===== src/design/assert_macros.svh =====
// Assertion macros for the design file that checks its own behavior.
`ifndef ASSERT_MACROS_SVH
`define ASSERT_MACROS_SVH

// Checks that the consequent holds in the same cycle as the antecedent.
`define DFT_ASSERT_NOW(label, ante, cons, msg) \
  label: assert property (@(posedge clk) disable iff (!rst_n) (ante) |-> (cons)) \
    else $error(msg);

// Checks that the consequent holds in the cycle after the antecedent.
`define DFT_ASSERT_NEXT(label, ante, cons, msg) \
  label: assert property (@(posedge clk) disable iff (!rst_n) (ante) |=> (cons)) \
    else $error(msg);

`endif


===== src/design/dft_pkg.sv =====
// Package with the sizes, types and helper functions of the fingerprint table.
package dft_pkg;

  localparam int BUCKETS  = 256;
  localparam int WAYS     = 4;
  localparam int CRC_BITS = 32;

  localparam int IN_BKT_W = 8;
  localparam int IN_CRC_W = 32;
  localparam int ADDR_W   = 64;

  localparam int BKT_W = (BUCKETS > 1) ? $clog2(BUCKETS) : 1;
  localparam int WAY_W = (WAYS > 1) ? $clog2(WAYS) : 1;
  localparam int CRC_W = (CRC_BITS < IN_CRC_W) ? CRC_BITS : IN_CRC_W;

  localparam logic FUNC_ADD   = 1'b0;
  localparam logic FUNC_CLEAR = 1'b1;

  localparam logic [BKT_W-1:0] BKT_LAST = BKT_W'(BUCKETS - 1);

  typedef struct packed {
    logic              valid;
    logic [CRC_W-1:0]  crc;
    logic [ADDR_W-1:0] addr;
  } way_t;

  typedef way_t [WAYS-1:0] row_t;

  typedef struct packed {
    logic              hit;
    logic              full;
    logic [WAY_W-1:0]  free_way;
    logic [ADDR_W-1:0] hit_addr;
  } match_t;

  // Reduces the incoming bucket number modulo BUCKETS by restoring subtraction.
  function automatic logic [BKT_W-1:0] bucket_index(input logic [IN_BKT_W-1:0] b);
    logic [IN_BKT_W-1:0] r;
    r = b;
    for (int k = IN_BKT_W - 1; k >= 0; k--) begin
      if ((BUCKETS << k) < (1 << IN_BKT_W)) begin
        if (r >= IN_BKT_W'(BUCKETS << k)) begin
          r = r - IN_BKT_W'(BUCKETS << k);
        end
      end
    end
    return BKT_W'(r);
  endfunction

endpackage


===== src/design/dft_bucket_match.sv =====
// Searches one bucket row for a matching fingerprint and for the first free way.
module dft_bucket_match import dft_pkg::*; (
  input  row_t             row,
  input  logic [CRC_W-1:0] crc,
  output match_t           mres
);

  logic free_seen;

  always_comb begin
    mres      = '0;
    free_seen = 1'b0;
    for (int w = 0; w < WAYS; w++) begin
      if (row[w].valid) begin
        if ((row[w].crc == crc) && !mres.hit) begin
          mres.hit      = 1'b1;
          mres.hit_addr = row[w].addr;
        end
      end else if (!free_seen) begin
        free_seen     = 1'b1;
        mres.free_way = WAY_W'(w);
      end
    end
    mres.full = !free_seen;
  end

endmodule


===== config.mk =====
export PLATFORM = sky130hd
export DESIGN_NAME = dft_bucket_match
export DESIGN_NICKNAME = d
export VERILOG_FILES = /design/src/design/assert_macros.svh /design/src/design/dft_pkg.sv /design/src/design/dft_bucket_match.sv
export SDC_FILE = /design/constraint.sdc
export NUM_CORES = 1
export LEC_CHECK = 0
export BUFFER_PORTS_ARGS = -buffer_cell sky130_fd_sc_hd__buf_2
export CORE_AREA = 2 2 191 193
export DETAILED_ROUTE_END_ITERATION = 12
export DIE_AREA = 0 0 193 195
export GPL_ROUTABILITY_DRIVEN = 1
export PLACE_DENSITY = 0.36
export SLEW_MARGIN = 20
export SYNTH_ARGS = -nofsm -noshare
export SYNTH_HDL_FRONTEND = slang
export SYNTH_SLANG_ARGS = --single-unit

===== constraint.sdc =====
create_clock -name vclk -period 3.3
set_input_delay 0.66 -clock vclk [all_inputs]
set_output_delay 0.66 -clock vclk [all_outputs]
set_load 0.03 [all_outputs]

# Yosys cells after proc, flatten, opt, wreduce, memory -nomap -nowiden
# Cells that the tools add are included.
word_totals:
  inputBits: 420
  word_cells: 37
  output_inout_bits: 68
  register_bits: 0
op_classes:
  n_reduce_logical: 7
  n_eq_ne: 4
  n_mux: 26
ops:
  columns: ["op", "count"]
  rows:
  - ["64-bit two-way mux", 8]
  - ["32-bit == test", 4]
  - ["1-bit two-way mux", 14]
  - ["2-bit two-way mux", 4]
  - ["1-bit logical NOT", 4]
  - ["1-bit logical AND", 3]

# Logic depth before layout (Yosys ltp)
depth:
  depth_word: 15
  depth_mapped: 9
  mapped_depth_nobuf: 7

# Worst setup path after synthesis
# OpenSTA, ideal clock, no wires.
synth_timing:
  path_type: "input port to output port"
  from: "input crc[23]"
  to: "output mres[22] (netlist name)"
  n_path_buf: 2
  arrival_time_ns: 2.807
  t_required_ns: 2.640
  path_stages: 9
  slack_ns: -0.167
  path_cell_list: "clkbuf_1 xnor2_1 nand4_1 nor4_2 nand3_1 nor2_1 clkbuf_1 a221oi_1 o2bb2ai_1"
synth_lines:
  columns: ["element", "line", "rtl"]
  rows:
  - ["start, declared", "dft_bucket_match.sv:4", "input logic [CRC_W-1:0] crc,"]
  - ["end, declared", "dft_bucket_match.sv:5", "output match_t mres"]

==> impl_metrics.yaml <==
layout:
  seq_area_um2: 0
  nFillCells: 3772
  design.seq.count: 0
  finalNetCount: 1434
  areaGrowthSynthToFinish_pct: 246
  fin_area_um2: 10600
  drive_above_1_share_pct: 82.7
  clkbuf_count: 0
status:
  violations: "negative setup slack"
  status: "complete, but fails checks"
drt:
  avgViaCountPerCell: 4.16
  via_count: 6133
  ant_nets: 0
  met3_length_mm: 2.13
  route.met2.wl_mm: 18.2
  routedLengthMet1_mm: 12.3
  routed_wl_mm: 33.5
  drt_iter0_drc: 107
  wl_per_cell_um: 22.7
  dr.pass1.iters: 4
  drc: 0
  topRoutingLayerUsed: "met4"
placed_design:
  gp_congestion: 0.906
  dp_hpwl_mm: 25.1
  io_buffers: 488
  placed_area_um2: 7120
  dp_slack_ns: -0.867
yosys:
  synth_cell_type_count: 28
  synth_area_um2: 3060
  syn_nets: 839
  synthSimpleGateAreaFrac_pct: 20.3
  ys_seq_area_share_pct: 0
  synthMuxAreaShare_pct: 0.327
  synth_top_area_share_pct: 24.6
  avgSynthCellArea_um2: 7.30
  synthAdderAreaFrac_pct: 0
  synthCells: 419
  synthTopCellsByArea: "xnor2_1 (25%), a221oi_1 (18%), o2bb2ai_1 (18%)"
  yosysTopAreaCell: "xnor2_1"
  synth_warnings: 0
  synth_top_family_by_area: "compound AO/OA/AOI/OAI gates"
  synthXorXnorAreaFrac_pct: 36.6
  synth-compound-area-share_pct: 37.3
sta:
  fin_ws_ns: -0.337
  drv_slew: 0
  rsz0062_at_grt: "yes"
  hold_ws_ns: 1.63
  fin_crit_sh_pct: 110
  finalHoldViolCount: 0
  finalSetupViolCount: 64
  slew_headroom_pct: 68.9
  fmax_mhz: 275
  period_needed_ns: 3.64
  worst_slew_pin_slew_ns: 0.465
setup_path:
  cp_data_required_time_ns: 2.64
  start_kind: "primary input"
  endpoint_kind: "primary output"
  crit_type: "primary input to primary output"
  critPathMaxFanout: 7
  arrival_ns: 2.98
floorplanning:
  num_io_pins: 488
  rows: 69
  dieHeight_um: 195
  core_area_um2: 35400
  die_w_um: 193
  dieArea_um2: 37600
  start_util_pct: 8.65
power_and_ir_drop:
  switching_share_pct: 46.2
  powerDensity_nw_per_um2: 65.7
  internal-power_mw: 0.374
  leakagePower_nw: 4.50
  vdd_drop_max_uv: 54.3
  pwr-share-seq_pct: 0
  power_frac_clock_pct: 0
  combPwrFrac_pct: 100.0
  switching_power_mw: 0.321
global_route:
  track_usage_pct: 15.8
  grt_overflow_total: 0
  antenna_found_initial: 3
  grt_pass1_vias: 6398
  grt_pass1_wl_mm: 43.0
  grt_max_degree: 21
min_path:
  hp-start: "row[294]"
  min_path_type: "primary input to primary output"
  hold_path_end: "mres[3]"
  hold_depth: 3
run:
  maxCapViolations: 0
[cell usage after synthesis (all sizes together)]
library cell / instances
nor3: 3
a221oi: 63
and4: 1
xor2: 42
nand4: 21
o21ai: 1
and3: 2
a21boi: 1
inv: 2
xnor2: 86
nor4: 14
o221ai: 1
mux2i: 1
a311o: 1
nand2b: 2
or4: 2
nand2: 4
a21oi: 1
nand3: 6
nor2: 67
clkbuf: 24
buf: 11
o2bb2ai: 63
[cell usage in the layout, fill, tap and decap left out, types with 3 or more instances in the layout]
cell       Yosys  routed
buf_12         0      23
o2bb2ai_4      0      48
buf_8          0      13
buf_4          6      69
nand4_1       21      21
o2bb2ai_2      0      15
nor4_1        12       5
xnor2_1       86      64
nand2_1        4       4
nor2_1        66      25
a221oi_2       0      35
a221oi_4       0      23
xnor2_2        0      19
nor4_2         1       7
clkbuf_16      0       4
buf_2          5     394
xor2_2         0       4
nor2_4         0      29
buf_16         0      16
xor2_1        42      38
nor2_2         0      13
xnor2_4        0       3
nand3_1        6       4
a221oi_1      63       5
buf_6          0     108
[metrics by stage]
step | power [mW] | TNS (ns) | instances | util (%)
6_report | 0.695 | -18.95 | 1474 | 29.9
2_1_floorplan | 0.150 | -0.0158 | 419 | -
5_1_grt | 0.741 | -26.90 | 1473 | 29.9
3_5_place_dp | 0.569 | -49.12 | 1425 | 20.1
3_3_place_gp | 0.567 | -48.52 | 1425 | 20.1
4_1_cts | 0.655 | -19.05 | 1461 | 27.0
[routing by layer]
layer | GRT usage [%] | up-vias
met3 | 2.03 | 36
met1 | 17.4 | 2924
met4 | 2.97 | 0
met2 | 31.8 | 332
li1 | - | 2841
met5 | 0 | -
[how the worst max path moves through the flow]
| stage | from | end | slack (ns) | cells past startpoint |
|---|---|---|---|---|
| 2_1_floorplan | crc[23] | mres[22] | -0.02 | 9 |
| 4_1_cts | row[370] | mres[21] | -0.37 | 11 |
| 3_3_place_gp | crc[25] | mres[21] | -0.83 | 10 |
| 5_1_grt | row[72] | mres[12] | -0.46 | 14 |
| 6_report | crc[25] | mres[47] | -0.34 | 12 |
| 3_5_place_dp | crc[22] | mres[62] | -0.87 | 13 |
[cell type report]
| class | count | area [um2] | area share [%] |
|---|---|---|---|
| tap | 461 | 577 | 5.45 |
| antenna | 1 | 2.50 | 0.0236 |
| inverter | 2 | 7.51 | 0.0709 |
| multi-input combinational | 383 | 5100 | 48.2 |
| timing repair buffer | 627 | 4900 | 46.3 |
[worst max-delay path, stage by stage]
cell       delay, ns
buf_6           0.12
buf_4           0.13
xor2_1          0.16
nor4_4          0.28
nand3_4         0.14
buf_6           0.14
or4_4           0.52
buf_12          0.18
buf_16          0.16
nor2_2          0.23
o2bb2ai_4       0.10
buf_6           0.14
[power groups by stage]
stage | Combinational (mW) | Clock [mW] | Sequential [mW]
after floorplan | 0.150 | 0 | 0
after global placement | 0.567 | 0 | 0
after detailed placement | 0.569 | 0 | 0
after CTS | 0.655 | 0 | 0
after global routing | 0.741 | 0 | 0
final | 0.695 | 0.00000000000941 | 0
[what timing repair did]
| item | in CTS | in global routing |
|---|---|---|
| hold buffers | 0 | 0 |
| cloned | 14 | 5 |
| setup endpoints to repair | 65 | 65 |
| resized for setup | 397 | 113 |
| setup buffers | 23 | 9 |
| pin swaps | 42 | 31 |
[cells by family (layout without fill, tap and decap cells)]
group                  count (synthesis)  count (layout)
multiplexers                           1               1
AND/OR/NAND/NOR                      122             123
AO/OA/AOI/OAI                        131             131
XOR/XNOR                             128             128
buffers and inverters                 37             629
other                                  0               1
(Power assumes the default switching activity.)
